--- src/rtl/pgpc_pkg.sv ---
// ----------------------------------------------------------------------------
// pgpc_pkg: shared types and constants of the pixel gain/pedestal corrector
// Word layouts of both stream channels, the register bundle, and the raster
// position that travels from the counter module to the datapath.
// ----------------------------------------------------------------------------
package pgpc_pkg;

  // Raw sample layout: two gain bits above a 14-bit ADC value.
  localparam int unsigned GROUP_SHIFT = 14;
  localparam logic [13:0] ADC_MASK    = 14'h3FFF;

  // Fixed field widths.
  localparam int unsigned ROW_W   = 9;
  localparam int unsigned COL_W   = 10;
  localparam int unsigned PIX_W   = 19;
  localparam int unsigned ADDR_W  = 26;
  localparam int unsigned GAIN_W  = 24;
  localparam int unsigned PED_W   = 18;
  localparam int unsigned ENTRY_W = GAIN_W + PED_W;

  // Item kinds carried in the mode field.
  localparam logic MODE_LOAD  = 1'b0;
  localparam logic MODE_PIXEL = 1'b1;

  typedef struct packed {
    logic                      mode;
    logic [1:0]                gain_select;
    logic [PIX_W-1:0]          pixel_index;
    logic signed [GAIN_W-1:0]  gain_value;
    logic [PED_W-1:0]          pedestal_value;
    logic [15:0]               raw_sample;
  } in_word_t;

  typedef struct packed {
    logic [ADDR_W-1:0]  out_address;
    logic signed [31:0] out_value;
    logic               last_of_module;
  } out_word_t;

  typedef struct packed {
    logic              apply_calibration;
    logic [15:0]       row_stride;
    logic [ADDR_W-1:0] start_offset;
  } cfg_t;

  typedef struct packed {
    logic [ROW_W-1:0] row;
    logic [COL_W-1:0] col;
    logic             last;
  } pos_t;

endpackage

--- src/rtl/pgpc_apb_regs.sv ---
// ----------------------------------------------------------------------------
// pgpc_apb_regs: configuration registers behind an APB-style port
// Three registers at byte addresses 0, 4 and 8; pready is always high.
// ----------------------------------------------------------------------------
module pgpc_apb_regs
  import pgpc_pkg::*;
(
  input  logic        clk_i,
  input  logic        rst_ni,
  input  logic        psel,
  input  logic        penable,
  input  logic        pwrite,
  input  logic [3:0]  paddr,
  input  logic [31:0] pwdata,
  output logic [31:0] prdata,
  output logic        pready,
  output cfg_t        cfg_o
);

  typedef enum logic [1:0] {
    REG_APPLY  = 2'd0,
    REG_STRIDE = 2'd1,
    REG_OFFSET = 2'd2
  } reg_idx_e;

  cfg_t       cfg_q;
  logic       wr_en;
  logic [1:0] reg_idx;

  assign pready  = 1'b1;
  assign reg_idx = paddr[3:2];
  assign wr_en   = psel && penable && pwrite && pready;

  always_ff @(posedge clk_i or negedge rst_ni) begin
    if (!rst_ni) begin
      cfg_q.apply_calibration <= 1'b0;
      cfg_q.row_stride        <= 16'd1024;
      cfg_q.start_offset      <= '0;
    end else if (wr_en) begin
      unique case (reg_idx)
        REG_APPLY:  cfg_q.apply_calibration <= pwdata[0];
        REG_STRIDE: cfg_q.row_stride        <= pwdata[15:0];
        REG_OFFSET: cfg_q.start_offset      <= pwdata[ADDR_W-1:0];
        default: ;
      endcase
    end
  end

  always_comb begin
    unique case (reg_idx)
      REG_APPLY:  prdata = {31'd0, cfg_q.apply_calibration};
      REG_STRIDE: prdata = {16'd0, cfg_q.row_stride};
      REG_OFFSET: prdata = {{(32 - ADDR_W){1'b0}}, cfg_q.start_offset};
      default:    prdata = '0;
    endcase
  end

  assign cfg_o = cfg_q;

endmodule

--- config.mk ---
export PLATFORM = sky130hd
export DESIGN_NAME = pgpc_apb_regs
export DESIGN_NICKNAME = d
export VERILOG_FILES = /design/src/rtl/pgpc_pkg.sv /design/src/rtl/pgpc_apb_regs.sv
export SDC_FILE = /design/constraint.sdc
export NUM_CORES = 1
export LEC_CHECK = 0
export BUFFER_PORTS_ARGS = -buffer_cell sky130_fd_sc_hd__buf_2
export CORE_ASPECT_RATIO = 1.5
export CORE_MARGIN = 2
export CORE_UTILIZATION = 45
export DETAILED_ROUTE_END_ITERATION = 7
export PLACE_DENSITY_LB_ADDON = 0.15
export SLEW_MARGIN = 20
export SYNTH_ARGS = -nofsm -noshare
export SYNTH_HDL_FRONTEND = slang
export SYNTH_SLANG_ARGS = --single-unit
--- constraint.sdc ---
create_clock -name clk_i -period 2.3 [get_ports clk_i]
set_input_delay 0.46 -clock clk_i [delete_from_list [all_inputs] [get_ports clk_i]]
set_output_delay 0.46 -clock clk_i [all_outputs]
set_load 0.02 [all_outputs]
-- After elaboration in Yosys (flattened, before gate mapping)
Index checks and enable logic that the tools add are counted.
- logic and storage cells: 12
- bits in registers: 43
- output and inout bits: 76
- reduce and logical (&&, ||, !) cells: 6
- equality and inequality tests: 2
- mux-type cells: 1
- operators with widths (cell ; number):
    one-hot mux 26 bit (3 select lines) ; 1
    AND reduction 2 bit ; 3
    == test 2 x 1 -> 1 bit (second input constant) ; 1
    == test 2 bit (second input constant) ; 1
    logical AND 1 bit ; 2
    zero test 2 bit ; 1

-- Longest topological paths before layout
- word-level depth: 3
- depth in mapped cells: 5
- gate-level depth less buffers: 3

-- Worst setup path after synthesis
OpenSTA, ideal clock, no wires.
- path kind: in2out
- from: input port paddr[3]
- to: output port prdata[0]
- arrival: 1.220 ns
- required time: 1.840 ns
- path slack: 0.620 ns
- stages on the path: 5
- cell sequence: nor2b_1 > buf_2 > clkbuf_1 > nand2_1 > o21ai_0
- cells in the longest elaborated chain, start to end: 2
- RTL lines (what ; line ; text):
    start, declared ; pgpc_apb_regs.sv:13 ; input logic [3:0] paddr,
    == test 2 bit, or another cell as far along ; pgpc_apb_regs.sv:50 ; unique case (reg_idx)
    one-hot mux 26 bit (3 select lines) (*) ; pgpc_apb_regs.sv:50 ;
    end, declared ; pgpc_apb_regs.sv:15 ; output logic [31:0] prdata,
Every way passes the cells marked *; elsewhere a longest branch is shown, timed or not.

-- Final worst setup path
- from: input port paddr[3]
- to: output port prdata[3]
The elaborated chain is that of the path after synthesis.

==> impl_metrics.yaml <==
status:
  status: "finished clean"
finish:
  diodes: 0
  final_cell_mix: "buf_2 (101), mux2_2 (42), dfrtp_1 (42), a22o_1 (15), and2_1 (10)"
  layout_commonest_cell: "buf_2"
  nets: 285
  fin_cells: 291
  multi_input_area_sq_um: 791
  syn_to_final_growth_pct: 33.8
  nFillCells: 371
  largest_reg_flops: 43
  regArea_sq_um: 1080
  layout-drive-gt1-share_pct: 66.9
logic_synthesis:
  synthDominantCellAreaShare_pct: 53.8
  syn-instance-count: 136
  synth-seq-cells: 43
  yosysSeqAreaShare_pct: 55.2
  synth_adder_area_share_pct: 0
  synth_compound_area_share_pct: 6.99
  synth.area.top_cells: "dfrtp_1 (54%), mux2_2 (24%), a22o_1 (6.7%)"
  synth_top_family_by_area: "multiplexers"
  syn_avg_cell_area_sq_um: 14.4
  ys_types: 18
  synthSimpleGateAreaFrac_pct: 6.73
  synth_largest_area_cell: "dfrtp_1"
  synthMuxAreaShare_pct: 25.3
  synth_area_sq_um: 1950
  synth_xor_area_share_pct: 0
  yosys_warnings: 0
cts:
  postCtsSetupBuffers: 0
  holdBufCountCts: 0
  cts_buffer_depth: 2
  cts_resized: 0
  htreeDepth: 2
  cts-buffers-inserted: 5
  cts.sink_count: 43
  tritoncts: "built"
  path_clk_slew_ns: 0.08
  clockRootBuffer: "clkbuf_8"
  clock_latency_ns: 0.28
grt:
  grt_busiest_layer: "met2"
  grt_max_degree: 44
  use_met1_pct: 22.6
  grt.total_usage_pct: 17.8
  grt_use_met2_pct: 28.8
  grt.overflow.total: 0
  grt_pass1_wl_um: 6710
  antenna_found_initial: 0
  gr-usage-met3_pct: 3.85
  grt_pass1_vias: 1393
setup_path:
  startpoint_type: "input port"
  worst_ep_required_time_ns: 1.84
  cp-end-kind: "output pin"
  crit_slowest_cell: "a22o_1"
  crit_top_cell: "buf_2"
  path_class: "input port to output pin"
  critPathMaxStageDelay_ns: 0.24
  crit_fanout: 17
  cp-startpoint: "paddr[3]"
  crit_chain: "buf_2, nor2b_2, buf_4, a22o_1, buf_2"
  arrival_ns: 1.36
  r2r_start: "cfg_o[40]$_DFFE_PN0P_"
timing:
  slew_viol_final: 0
  min_period_over_period_pct: 79.0
  rsz0062_at_grt: "no"
  setup_viol: 0
  hold_viol: 0
  tns_ns: 0
  finalClockSkew_ns: 0
  period_minus_slack_ns: 1.82
  max_freq_mhz: 550
placed_design:
  dp_hpwl_um: 3030
  gp_congestion: 0.666
  dp.cells: 283
  place.port_buffers: 101
detailed_routing:
  dr_total_vias: 1456
  viasPerCell: 5.00
  ant_nets: 0
  wl_per_cell_um: 14.1
  dr.pass1.iters: 2
  drtIter0Drc: 35
  wl_um: 4100
  drcViolationCount: 0
pwr:
  totalPowerFinal_uw: 2400
  power_leakage_uw: 0.00138
  power.density_nw_per_um2: 921
  peakVddDrop_v: 0.000560
floorplan:
  num_rows: 29
  die_y_um: 84.7
  dieArea_sq_um: 4890
  num_io_pins: 117
  fp.coreArea_sq_um: 4210
  die_x_um: 57.8
  start_util_pct: 46.4
job:
  drv_cap: 0
worst_hold_path:
  hp-class: "input port to async pin"
==> layout make-up <==
| type | count | share of cell area [%] |
|---|---|---|
| Clock buffer | 8 | 3.83 |
| Tap cell | 46 | 2.20 |
| Sequential cell | 43 | 41.3 |
| Multi-Input combinational cell | 84 | 30.3 |
| Timing Repair Buffer | 110 | 22.4 |
==> per-layer routing <==
layer / up-vias / share of wire (%)
met5: - / 0
met4: 0 / 1.1
met3: 4 / 7.1
met2: 61 / 52
met1: 703 / 39
li1: 688 / -
==> cell families after synthesis <==
family	after synthesis
mux	44
flops	43
simple gates	17
compound gates	16
buf+inv	14
other cells	2
==> synth_stat cells <==
library cell and n:
mux2_2 42, buf_6 3, o21ai_0 1, nand2_1 1
dfstp_2 1, clkbuf_1 1, nor2b_1 2, nor3b_4 2
dfrtp_1 42, nor3_1 1, buf_4 7, and2_1 10
a22o_1 15, conb_1 2, mux2_1 1, nand3_2 1
mux2i_1 1, buf_2 3
==> final timing paths <==
kind	endpoint	slack, ns	cells after the start
max	prdata[3]	0.48	5
min	cfg_o[20]$_DFFE_PN0P_	0.13	2
max reg2reg	cfg_o[40]$_DFFE_PN0P_	1.51	1
min reg2reg	cfg_o[7]$_DFFE_PN0P_	0.52	1
max in group asynchronous	cfg_o[36]$_DFFE_PN1P_	1.89	2
min in group clk_i	cfg_o[19]$_DFFE_PN0P_	0.40	2
==> critical path: cells and delay by family <==
| kind | cells | cell delay (ns) |
|---|---|---|
| buf+inv | 3 | 0.50 |
| compound gates | 1 | 0.24 |
| simple gates | 1 | 0.17 |
==> stage by stage <==
stage	util, %	setup slack, ns	hold slack (ns)	cell area, sq um
6_report	62.0	0.482	0.134	2610
4_1_cts	62.0	0.473	0.137	2610
3_5_place_dp	59.7	0.395	0.452	2510
5_1_grt	62.0	0.353	0.143	2610
2_1_floorplan	-	0.620	0.164	1970
3_3_place_gp	59.7	0.410	0.454	2510
==> report_power, final <==
part           total, uW  internal [uW]  switching [uW]
Clock                510            274             236
Combinational        835            350             485
Sequential          1060            936             123
Total               2400           1560             844
Note: power is estimated with default switching activity, not from simulation.
