===== src/rtl/pgpc_pkg.sv =====
// ----------------------------------------------------------------------------
// pgpc_pkg: shared types and constants of the pixel gain/pedestal corrector
// Word layouts of both stream channels, the register bundle, and the raster
// position that travels from the counter module to the datapath.
// ----------------------------------------------------------------------------
package pgpc_pkg;

  // Raw sample layout: two gain bits above a 14-bit ADC value.
  localparam int unsigned GROUP_SHIFT = 14;
  localparam logic [13:0] ADC_MASK    = 14'h3FFF;

  // Fixed field widths.
  localparam int unsigned ROW_W   = 9;
  localparam int unsigned COL_W   = 10;
  localparam int unsigned PIX_W   = 19;
  localparam int unsigned ADDR_W  = 26;
  localparam int unsigned GAIN_W  = 24;
  localparam int unsigned PED_W   = 18;
  localparam int unsigned ENTRY_W = GAIN_W + PED_W;

  // Item kinds carried in the mode field.
  localparam logic MODE_LOAD  = 1'b0;
  localparam logic MODE_PIXEL = 1'b1;

  typedef struct packed {
    logic                      mode;
    logic [1:0]                gain_select;
    logic [PIX_W-1:0]          pixel_index;
    logic signed [GAIN_W-1:0]  gain_value;
    logic [PED_W-1:0]          pedestal_value;
    logic [15:0]               raw_sample;
  } in_word_t;

  typedef struct packed {
    logic [ADDR_W-1:0]  out_address;
    logic signed [31:0] out_value;
    logic               last_of_module;
  } out_word_t;

  typedef struct packed {
    logic              apply_calibration;
    logic [15:0]       row_stride;
    logic [ADDR_W-1:0] start_offset;
  } cfg_t;

  typedef struct packed {
    logic [ROW_W-1:0] row;
    logic [COL_W-1:0] col;
    logic             last;
  } pos_t;

endpackage


===== src/rtl/pgpc_raster.sv =====
// ----------------------------------------------------------------------------
// pgpc_raster: raster position of the next pixel
// Column and row counters that wrap at the module size, plus the flag for
// the module's final pixel.
// ----------------------------------------------------------------------------
module pgpc_raster
  import pgpc_pkg::*;
#(
  parameter int unsigned MODULE_COLUMNS = 1024,
  parameter int unsigned MODULE_ROWS    = 512
) (
  input  logic clk_i,
  input  logic rst_ni,
  input  logic advance_i,
  output pos_t pos_o
);

  localparam logic [COL_W-1:0] ColLast = COL_W'(MODULE_COLUMNS - 1);
  localparam logic [ROW_W-1:0] RowLast = ROW_W'(MODULE_ROWS - 1);

  logic [ROW_W-1:0] row_q, row_d;
  logic [COL_W-1:0] col_q, col_d;

  always_comb begin
    row_d = row_q;
    col_d = col_q;
    if (advance_i) begin
      if (col_q == ColLast) begin
        col_d = '0;
        row_d = (row_q == RowLast) ? '0 : row_q + 1'b1;
      end else begin
        col_d = col_q + 1'b1;
      end
    end
  end

  always_ff @(posedge clk_i or negedge rst_ni) begin
    if (!rst_ni) begin
      row_q <= '0;
      col_q <= '0;
    end else begin
      row_q <= row_d;
      col_q <= col_d;
    end
  end

  assign pos_o.row  = row_q;
  assign pos_o.col  = col_q;
  assign pos_o.last = (row_q == RowLast) && (col_q == ColLast);

endmodule


===== config.mk =====
export PLATFORM = sky130hd
export DESIGN_NAME = pgpc_raster
export DESIGN_NICKNAME = d
export VERILOG_FILES = /design/src/rtl/pgpc_pkg.sv /design/src/rtl/pgpc_raster.sv
export SDC_FILE = /design/constraint.sdc
export NUM_CORES = 1
export LEC_CHECK = 0
export BUFFER_PORTS_ARGS = -buffer_cell sky130_fd_sc_hd__buf_2
export CAP_MARGIN = 20
export CORE_MARGIN = 5
export CORE_UTILIZATION = 35
export CTS_CLUSTER_SIZE = 25
export DETAILED_ROUTE_END_ITERATION = 16
export PLACE_DENSITY = 0.53
export SLEW_MARGIN = 20
export SYNTH_ARGS = -nofsm -noshare
export SYNTH_HDL_FRONTEND = slang
export SYNTH_SLANG_ARGS = --single-unit

===== constraint.sdc =====
create_clock -name clk_i -period 2.1 [get_ports clk_i]
set_clock_uncertainty 0.1 [all_clocks]
set_input_delay 0.315 -clock clk_i [delete_from_list [all_inputs] [get_ports clk_i]]
set_output_delay 0.315 -clock clk_i [all_outputs]
set_load 0.05 [all_outputs]

After elaboration in Yosys (flattened, before gate mapping)
Cells that the tools add are included.
W data, S select, Z words.
Storage, ports and cells
  bits in registers: 19
  input bits: 3
  output and inout bits: 20
  word-level logic and storage cells: 10
Operators by class
  $add $sub $neg: 2
  eq/ne operators: 2
  mux-type cells: 2
  reduce and logical (&&, ||, !) cells: 2
Operators by type and width (count)
  $add A10 B1 Y10 const B: 1
  $eq A10 B10 Y1 const B: 1
  $mux W10: 1
  $add A9 B1 Y9 const B: 1
  $eq A9 B9 Y1 const B: 1
  $mux W9: 1
  $reduce_and A2 Y1: 1
  $logic_and A1 B1 Y1: 1

Depth between registers and ports, before layout
Gate-level depths: netlist of the first run.
  depth in word-level cells: 2
  gate-level depth with buffers: 8
  depth with buffers taken out: 7

Least setup slack after synthesis of the first run
OpenSTA, ideal clock, no wires.
  kind: reg2out
  from: register row_q[0]
  to: output pos_o[0] (netlist name)
  arrival: 2022 ps
  required time: 1685 ps
  path slack: -337 ps
  cell stages (with the launch flop): 7
  path buffers: 1
  path through: dfrtp_1 -> ha_1 -> nand3_1 -> nor2_1 -> ha_1 -> clkbuf_1 -> and2_1
RTL lines
  start, declared: line pgpc_raster.sv:21  | logic [ROW_W-1:0] row_q, row_d;
  start signal, assigned: line pgpc_raster.sv:42  | row_q <= row_d;
  end, declared: line pgpc_raster.sv:15  | output pos_t pos_o

==> results of run 1 <==
## power by group through the flow
stage               Sequential (mW)  Combinational, mW  Clock [mW]
floorplan                     0.643             0.0772           0
global placement              0.475              0.328           0
detailed placement            0.474              0.330           0
CTS                           0.469              0.340       0.199
global route                  0.477              0.355       0.215
finish                        0.468              0.336       0.192
## sequential cells by signal, summed over array words and instances (netlist names)
name,flops
col_q,10
row_q,9
## worst max path at each step
stage / from / endpoint / slack [ns] / cells after the start
3_5_place_dp: col_q[6] / pos_o[0] / 0.27 / 4
6_report: col_q[9] / pos_o[0] / 0.1 / 4
3_3_place_gp: col_q[6] / pos_o[0] / 0.29 / 4
2_1_floorplan: row_q[0] / pos_o[0] / 0.008 / 6
4_1_cts: col_q[9] / pos_o[0] / 0.006 / 4
5_1_grt: row_q[0] / pos_o[0] / 0.004 / 6
## per-layer routing
metal	track usage, %	up-vias	routed length [um]
met4	5.305	0	26
li1	-	431	-
met3	3.597	4	88
met1	15.35	435	1087
met5	0	-	0
met2	19.04	22	1119
## layout make-up
cell class | count | area, um^2 | share of cell area (%)
inverter | 2 | 7.507 | 0.6048
timing repair buffer | 32 | 193.9 | 15.63
sequential | 19 | 480.5 | 38.71
tap | 31 | 38.79 | 3.125
multi-input combinational | 78 | 494.2 | 39.82
clock buffer | 4 | 26.28 | 2.117
## stage by stage
stage	instance area [um^2]	power, mW	hold WS, ns	worst slack (ns)
after CTS	1176	1.007	0.1787	0.006014
after global placement	1126	0.8027	0.1861	0.2939
after global routing	1241	1.047	0.1870	0.004027
final	1241	0.9952	0.1799	0.09639
after floorplan	975.9	0.7203	-0.08059	0.007744
after detailed placement	1126	0.8043	0.1912	0.2727
## critical path, delay by kind of cell (launching register included)
family | cells | cell delay (ns)
DFF | 1 | 0.42
buffers and inverters | 1 | 0.14
and+or+nand+nor | 3 | 0.73
## synthesized netlist by cell type
cell / count / share of area [%]
a21o_1: 1 / 0.78
a21oi_1: 2 / 1.0
a22oi_1: 1 / 0.78
a31oi_1: 1 / 0.65
and2_1: 1 / 0.65
and3_1: 5 / 3.2
and4_1: 3 / 2.7
buf_2: 2 / 1.0
clkbuf_1: 1 / 0.39
dfrtp_1: 19 / 49
ha_1: 4 / 5.2
inv_1: 2 / 0.78
nand2_1: 14 / 5.4
nand2b_1: 2 / 1.3
nand3_1: 9 / 4.7
nand4_1: 3 / 1.9
nor2_1: 7 / 2.7
nor3_1: 1 / 0.52
o21ai_0: 8 / 4.1
o22ai_1: 1 / 0.65
o31ai_1: 1 / 0.78
o41ai_1: 2 / 1.8
or2b_1: 1 / 0.78
or3_1: 3 / 1.9
or4_1: 1 / 0.78
xnor2_1: 5 / 4.5
xor2_1: 2 / 1.8
## kinds of logic (layout without fill, tap and decap cells)
| logic type | after synthesis | count (layout) |
|---|---|---|
| AO/OA/AOI/OAI | 17 | 17 |
| buffers and inverters | 5 | 38 |
| adder cells (fa/ha/maj) | 4 | 4 |
| flip-flops | 19 | 19 |
| AND/OR/NAND/NOR | 50 | 50 |
| XOR/XNOR | 7 | 7 |
## repair_timing
| item | CTS | global route |
|---|---|---|
| setup endpoints to repair | 1 | 1 |
| pin swaps | 0 | 0 |
| gates cloned | 0 | 0 |
| hold buffers | 1 | 0 |
| endpoints found under the hold margin | 19 | 0 |
| resized for setup | 3 | 5 |
| buffers inserted | 1 | 6 |
==> impl_metrics.csv, run 1 <==
group,metric,value,unit
synth,synth_xor_area_share,6.331,%
detailed_routing,wirelength,2322,um
setup_path,endpoint_kind,"output port",
setup_path,cp_cell_sequence,"and4_2 -> and4_2 -> and2_4 -> buf_6",
detailed_routing,drt-initial-drc-count,65,
clocking,cts_max_level,1,
sta,finalSetupTns,0,ns
detailed_routing,vias,892,
clocking,cts_buffers,3,
die,rows,19,
layout,area_delta_synth_final,28.17,%
synth,synth-compound-area-share,10.59,%
die,initial_core_util,35.73,%
global_route,grt_usage,12.14,%
die,die_x,62.60,um
setup_path,required,1.68,ns
global_route,antenna_found_initial,0,
die,ioPinCount,23,
layout,mostFrequentLayoutCells,"buf_2, dfrtp_1, nand2_1, nand3_1, buf_4",
clocking,cts.sinks,19,
clocking,clk_latency,0.30,ns
synth,syn_inst,102,
synth,yosys_register_bits,19,
detailed_routing,antenna_left,0,
synth,synth_top_family_by_area,"simple AND/OR/NAND/NOR gates",
layout,layout_commonest_cell,"buf_2",
sta,report.final.setup_viol,0,
die,placeableCoreArea,0.002710,mm^2
sta,hold_viol_final,0,
sta,max-slew-margin-rel,70.55,%
sta,tightest_slew,0.4418,ns
setup_path,crit_path_frequent_cell,"and4_2",
setup_path,crit-reg2reg-launch,"col_q[0]",
pwr,p_comb_share,33.7,%
setup_path,arrival,1.59,ns
setup_path,crit_slowest_cell,"dfrtp_1",
setup_path,rr_worst_depth,5,
die,die_area,0.003919,mm^2
run_status,outcome,"finished clean",
synth,post_synth.cell_area_avg,9.494,um^2
detailed_routing,viasPerCell,5.373,
pwr,internal_power,0.5761,mW
sta,finalWorstPathRequiredPeriod,2.004,ns
synth,ys_warn_count,0,
synth,netlist_area,968.4,um^2
pwr,power_frac_clock,19.3,%
sta,period_share,95.41,%
layout,fin_util,45.80,%
global_route,grt-ovfl-total,0,
pwr,peakVddDrop,641.5,uV
worst_hold_path,min_path_cells,2,
layout,fin_nets,143,
clocking,cts_root_buf,"clkbuf_4",
worst_hold_path,hold_path_startpoint,"advance_i",
place,gp_congestion,0.7870,
setup_path,critical_path_class,"reg -> out",
clocking,cts_tree,"built",
sta,rsz0062_at_grt,"no",
pwr,p_sw_share,42.11,%
sta,fmax,499.1,MHz
place,placed_cells,154,
worst_hold_path,min_to,"col_q[1]",
global_route,grt_pass1_wl,3919,um
synth,yosysUniqueCellTypes,27,
clocking,path_clk_slew,0.11,ns
die,die_y,62.60,um
global_route,grt_max_degree,20,
synth,synthAdderAreaFrac,5.168,%
pwr,p_leak,0.6121,nW
setup_path,reg2reg_to,"row_q[6]",
clocking,cts_buffer_depth,2,
run,cap_violations,0,
layout,diodes,0,
layout,drive_above_1_share,32.59,%
sta,slew_violations,0,
layout,fin_cells,166,
setup_path,worstSetupStartpointType,"register",
detailed_routing,routedWlPerCell,13.99,um
synth,yosysSeqAreaShare,49.10,%
setup_path,worst-path-max-fanout,5,
setup_path,reg2reg_slack,0.25,ns
setup_path,max_stage_delay,0.42,ns
synth,syn_nets,109,
detailed_routing,drt_pass1_iterations,4,
pwr,seqPwrFrac,47.0,%
synth,synth-simple-area-share,26.61,%
place,hpwl,1594,um
place,port-buffer-count,22,
worst_hold_path,hold_class,"in -> reg",
detailed_routing,drc,0,
pwr,p_sw,0.4191,mW
pwr,power_density,801.9,mW/mm^2
layout,fillers,277,
synth,muxShareOfSynthArea,0,%
global_route,grt_pass1_vias,846,
(Power assumes the default switching activity.)
==> inputs of run 2 (changes only) <==
==> constraint.sdc (replaced) <==
create_clock -name clk_i -period 2.2 [get_ports clk_i]
set_clock_uncertainty 0.1 [all_clocks]
set_input_delay 0.33 -clock clk_i [delete_from_list [all_inputs] [get_ports clk_i]]
set_output_delay 0.33 -clock clk_i [all_outputs]
set_load 0.05 [all_outputs]
==> impl_metrics.csv, run 2 (same netlist as run 1, synthesis figures left out) <==
group,metric,value,unit
setup_path,worstSetupStartpointType,"register",
worst_hold_path,min_to,"col_q[1]",
setup_path,required,1.77,ns
layout,multi_input_area,476.7,um^2
die,die_area,0.003919,mm^2
die,die_x,62.60,um
pwr,fin_total_pwr,0.9469,mW
layout,drive_above_1_share,26.92,%
clocking,cts_tree,"built",
setup_path,reg2reg_slack,0.36,ns
setup_path,startpoint,"col_q[9]",
layout,regArea,478.0,um^2
detailed_routing,viasPerCell,5.329,
clocking,cts_buffer_depth,2,
global_route,grt_pass1_vias,859,
pwr,peakVddDrop,559.1,uV
clocking,path_clk_slew,0.11,ns
layout,mostFrequentLayoutCells,"buf_2, dfrtp_1, nand2_1, nand3_1, o21ai_0",
setup_path,arrival,1.68,ns
detailed_routing,drt-initial-drc-count,54,
setup_path,reg2reg_to,"row_q[5]",
layout,diodes,0,
detailed_routing,wirelength,2258,um
clocking,cts_max_level,1,
layout,largest_reg_flops,10,
global_route,grt_pass1_wl,3988,um
die,ioPinCount,23,
sta,max-slew-margin-rel,70.79,%
sta,fmax,473.1,MHz
setup_path,crit-reg2reg-launch,"col_q[0]",
run,cap_violations,0,
sta,period_share,96.07,%
die,rows,19,
clocking,cts.sinks,19,
die,die_y,62.60,um
sta,hold_viol_final,0,
detailed_routing,drt_pass1_iterations,4,
place,hpwl,1609,um
sta,report.final.setup_viol,0,
die,initial_core_util,35.73,%
place,gp_congestion,0.7621,
layout,layout_commonest_cell,"buf_2",
pwr,p_leak,0.5953,nW
layout,fin_nets,138,
worst_hold_path,min_path_cells,2,
global_route,grt-ovfl-total,0,
clocking,cts_buffers,3,
layout,design_area,0.001181,mm^2
global_route,grt_max_degree,20,
layout,fillers,293,
sta,finalWorstPathRequiredPeriod,2.114,ns
detailed_routing,antenna_left,0,
global_route,grt_usage,12.28,%
detailed_routing,drc,0,
place,port-buffer-count,22,
setup_path,rr_worst_depth,5,
sta,slew_violations,0,
global_route,antenna_found_initial,0,
sta,tightest_slew,0.4381,ns
layout,area_delta_synth_final,21.96,%
run_status,outcome,"finished clean",
detailed_routing,routedWlPerCell,14.02,um
setup_path,worst-path-max-fanout,5,
worst_hold_path,hold_path_startpoint,"advance_i",
clocking,cts_root_buf,"clkbuf_4",
sta,holdWs,0.2050,ns
clocking,clk_latency,0.30,ns
layout,top_regs,"col_q x10, row_q x9",
detailed_routing,vias,858,
pwr,power_density,801.7,mW/mm^2
die,placeableCoreArea,0.002710,mm^2
setup_path,critical_path_class,"reg -> out",
place,placed_area,0.001122,mm^2
layout,largest_register,"col_q",
setup_path,endpoint_kind,"output port",
worst_hold_path,hold_class,"in -> reg",
-- run 2: changes by cell type in the layout (fill, tap and decap cells not counted) --
cell      before  now
and4_1         1    2
nor2_2         1    0
clkinv_2       0    1
and2_4         1    0
dfrtp_2        4    2
nor2_1         6    7
and4_2         2    1
dfrtp_1       15   17
clkbuf_1       1    0
and2_2         0    1
buf_6          1    0
ha_1           2    3
ha_4           1    0
buf_4          9    5
-- run 2: worst max-delay path by stage --
| stage | endpoint | slack [ns] | cells after the start |
|---|---|---|---|
| 2_1_floorplan | pos_o[0] | 0.01 | 5 |
| 3_3_place_gp | pos_o[0] | 0.38 | 6 |
| 3_5_place_dp | pos_o[0] | 0.36 | 4 |
| 4_1_cts | pos_o[0] | 0.004 | 4 |
| 5_1_grt | pos_o[0] | -0.003 | 4 |
| 6_report | pos_o[0] | 0.09 | 4 |
-- run 2: final cells by class --
class                           instances  area share [%]
Tap cell                               31           3.284
Inverter                                2          0.6356
Multi-Input combinational cell         78           40.36
Sequential cell                        19           40.47
Clock inverter                          1          0.4237
Clock buffer                            3           1.907
Timing Repair Buffer                   27           12.92
-- run 2: report_power, final --
group	internal [mW]	switching, mW	leakage, nW
Sequential	0.396	0.0516	0.247
Combinational	0.0821	0.234	0.331
Clock	0.0679	0.115	0.0177
-- run 2: through the flow --
step	cells	utilization [%]	setup slack [ns]	setup TNS, ns
after detailed placement	154	41.41	0.3631	0
final	161	43.58	0.08635	0
after global routing	161	43.58	-0.002555	-0.002555
after floorplan	102	-	0.01450	0
after CTS	159	42.80	0.003967	0
after global placement	154	41.41	0.3798	0
-- run 2: routing by layer --
metal	vias to the layer above	track usage, %	part of all wire (%)
met5	-	0	0
met4	0	2.653	0.58
met3	2	3.597	5.0
met2	21	19.17	47
met1	414	16.76	47
li1	421	-	-
-- run 2: timing repair --
action / in CTS / in global routing
endpoints found under the hold margin: 19 / 0
gates resized for setup: 0 / 4
buffers inserted: 0 / 2
hold buffers: 1 / 0
setup endpoints to repair: 0 / 1
-- run 2: critical path, stage by stage (launching register included) --
cell and delay, ns:
dfrtp_1 0.45, and4_2 0.29, and4_1 0.25, and2_2 0.20, buf_4 0.18
==> inputs of run 3 (changes only) <==
--- a/config.mk
+++ b/config.mk
@@ -12,6 +12,7 @@
 export CTS_CLUSTER_SIZE = 25
 export DETAILED_ROUTE_END_ITERATION = 16
 export PLACE_DENSITY = 0.53
+export SETUP_SLACK_MARGIN = 0.4
 export SLEW_MARGIN = 20
 export SYNTH_ARGS = -nofsm -noshare
 export SYNTH_HDL_FRONTEND = slang
==> impl_metrics.csv, run 3 (same netlist as run 1, synthesis figures left out) <==
group,metric,value,unit
run_status,outcome,"finished clean",
setup_path,worstSetupStartpointType,"register",
detailed_routing,drt_pass1_iterations,4,
layout,fin_cells,174,
detailed_routing,wirelength,2450,um
global_route,antenna_found_initial,0,
detailed_routing,drc,0,
global_route,grt_max_degree,20,
layout,top_regs,"col_q x10, row_q x9",
clocking,cts_max_level,1,
layout,fin_nets,151,
sta,finalSetupTns,0,ns
sta,slew_violations,0,
pwr,p_leak,0.6451,nW
clocking,cts_tree,"built",
place,placed_cells,153,
detailed_routing,drt-initial-drc-count,50,
setup_path,crit_family,"flip-flops",
die,placeableCoreArea,0.002710,mm^2
clocking,path_clk_slew,0.11,ns
detailed_routing,vias,910,
sta,tightest_slew,0.4381,ns
sta,rsz0062_at_grt,"yes",
layout,design_area,0.001368,mm^2
pwr,p_comb_share,34.3,%
layout,largest_register,"col_q",
setup_path,worst-path-max-fanout,2,
layout,mostFrequentLayoutCells,"buf_2, buf_4, nand2_1, dfrtp_2",
setup_path,endpoint_kind,"output port",
layout,area_delta_synth_final,41.21,%
die,ioPinCount,23,
setup_path,cp_cell_sequence,"ha_4 -> nand3_4 -> nor2_4 -> ha_4 -> and2_4 -> buf_8",
clocking,cts.sinks,19,
worst_hold_path,hold_class,"in -> reg",
pwr,p_sw_share,41.47,%
sta,hold_viol_final,0,
layout,drive_above_1_share,44.76,%
die,initial_core_util,35.73,%
die,die_x,62.60,um
sta,period_share,88.00,%
sta,max-slew-margin-rel,70.79,%
sta,report.final.setup_viol,0,
place,port-buffer-count,22,
die,die_area,0.003919,mm^2
pwr,internal_power,0.5682,mW
die,rows,19,
place,hpwl,1630,um
setup_path,max_stage_delay,0.40,ns
setup_path,required,1.77,ns
setup_path,cp.buffers_inverters,1,
clocking,cts_buffer_depth,2,
layout,regArea,490.5,um^2
setup_path,crit_slowest_cell,"dfrtp_2",
run,cap_violations,0,
setup_path,arrival,1.51,ns
layout,fillers,254,
die,die_y,62.60,um
place,placed_area,0.001164,mm^2
clocking,clk_latency,0.30,ns
place,gp_congestion,0.7844,
global_route,grt-ovfl-total,0,
global_route,grt_pass1_vias,940,
detailed_routing,antenna_left,0,
global_route,grt_pass1_wl,4243,um
pwr,power_density,709.9,mW/mm^2
pwr,fin_total_pwr,0.9708,mW
layout,layout_commonest_cell,"buf_2",
setup_path,critical_path_class,"reg -> out",
layout,diodes,0,
sta,finalWorstPathRequiredPeriod,1.936,ns
clocking,cts_root_buf,"clkbuf_4",
layout,multi_input_area,546.8,um^2
detailed_routing,viasPerCell,5.230,
sta,fmax,516.5,MHz
global_route,grt_usage,13.41,%
clocking,cts_buffers,3,
pwr,seqPwrFrac,47.3,%
pwr,p_sw,0.4026,mW
layout,largest_reg_flops,10,
detailed_routing,routedWlPerCell,14.08,um
pwr,power_frac_clock,18.4,%
setup_path,crit_path_frequent_cell,"ha_4",
pwr,peakVddDrop,525.3,uV
## run 3: changes by cell type in the layout (fill, tap and decap cells not counted), moves of 2 or more
cell	change
buf_4	+12
dfrtp_1	-10
dfrtp_2	+10
ha_4	+3
and4_4	+2
ha_1	-2
## run 3: timing repair
action                                  4_1_cts  5_1_grt
resized for setup                             9        4
pin swaps                                     5        7
endpoints found under the setup margin        1        7
hold buffers                                  1        0
buffers inserted                             13        3
endpoints found under the hold margin        19        0
## run 3: cell type report
type	count	area share, %
clock buffer	4	1.921
inverter	2	0.5489
multi-input combinational	78	39.98
sequential	19	35.86
tap	31	2.836
timing repair buffer	40	18.85
## run 3: power groups by stage
stage | Clock, mW | Sequential (mW) | Combinational (mW)
floorplan | 0 | 0.627 | 0.0778
global placement | 0 | 0.465 | 0.321
detailed placement | 0 | 0.467 | 0.324
CTS | 0.186 | 0.459 | 0.329
global route | 0.208 | 0.469 | 0.357
finish | 0.179 | 0.459 | 0.333
## run 3: final timing paths
check / to / cells after the start / slack, ns / startpoint
hold reg to reg: col_q[4] / 1 / 0.40 / col_q[4]
setup reg to reg: row_q[7] / 5 / 0.54 / col_q[0]
min in group asynchronous: col_q[7] / 2 / 0.40 / rst_ni
setup / recovery: pos_o[0] / 6 / 0.26 / row_q[1]
max in group asynchronous: col_q[1] / 2 / 1.27 / rst_ni
hold / removal: col_q[1] / 2 / 0.23 / advance_i
## run 3: metal layers
metal	global-route usage [%]	share of wire (%)	vias up
met4	5.570	0.73	0
met3	3.417	4.7	2
li1	-	-	445
met1	16.35	45	443
met5	0	0	-
met2	22.28	50	20
## run 3: per-stage QoR
| step | utilization (%) | hold WS (ns) | setup slack, ns |
|---|---|---|---|
| floorplan | - | -0.06559 | 0.2684 |
| global placement | 42.94 | 0.2033 | 0.3187 |
| detailed placement | 42.94 | 0.2003 | 0.2953 |
| CTS | 48.98 | 0.2123 | 0.2821 |
| global route | 50.46 | 0.2120 | 0.2025 |
| finish | 50.46 | 0.2337 | 0.2639 |
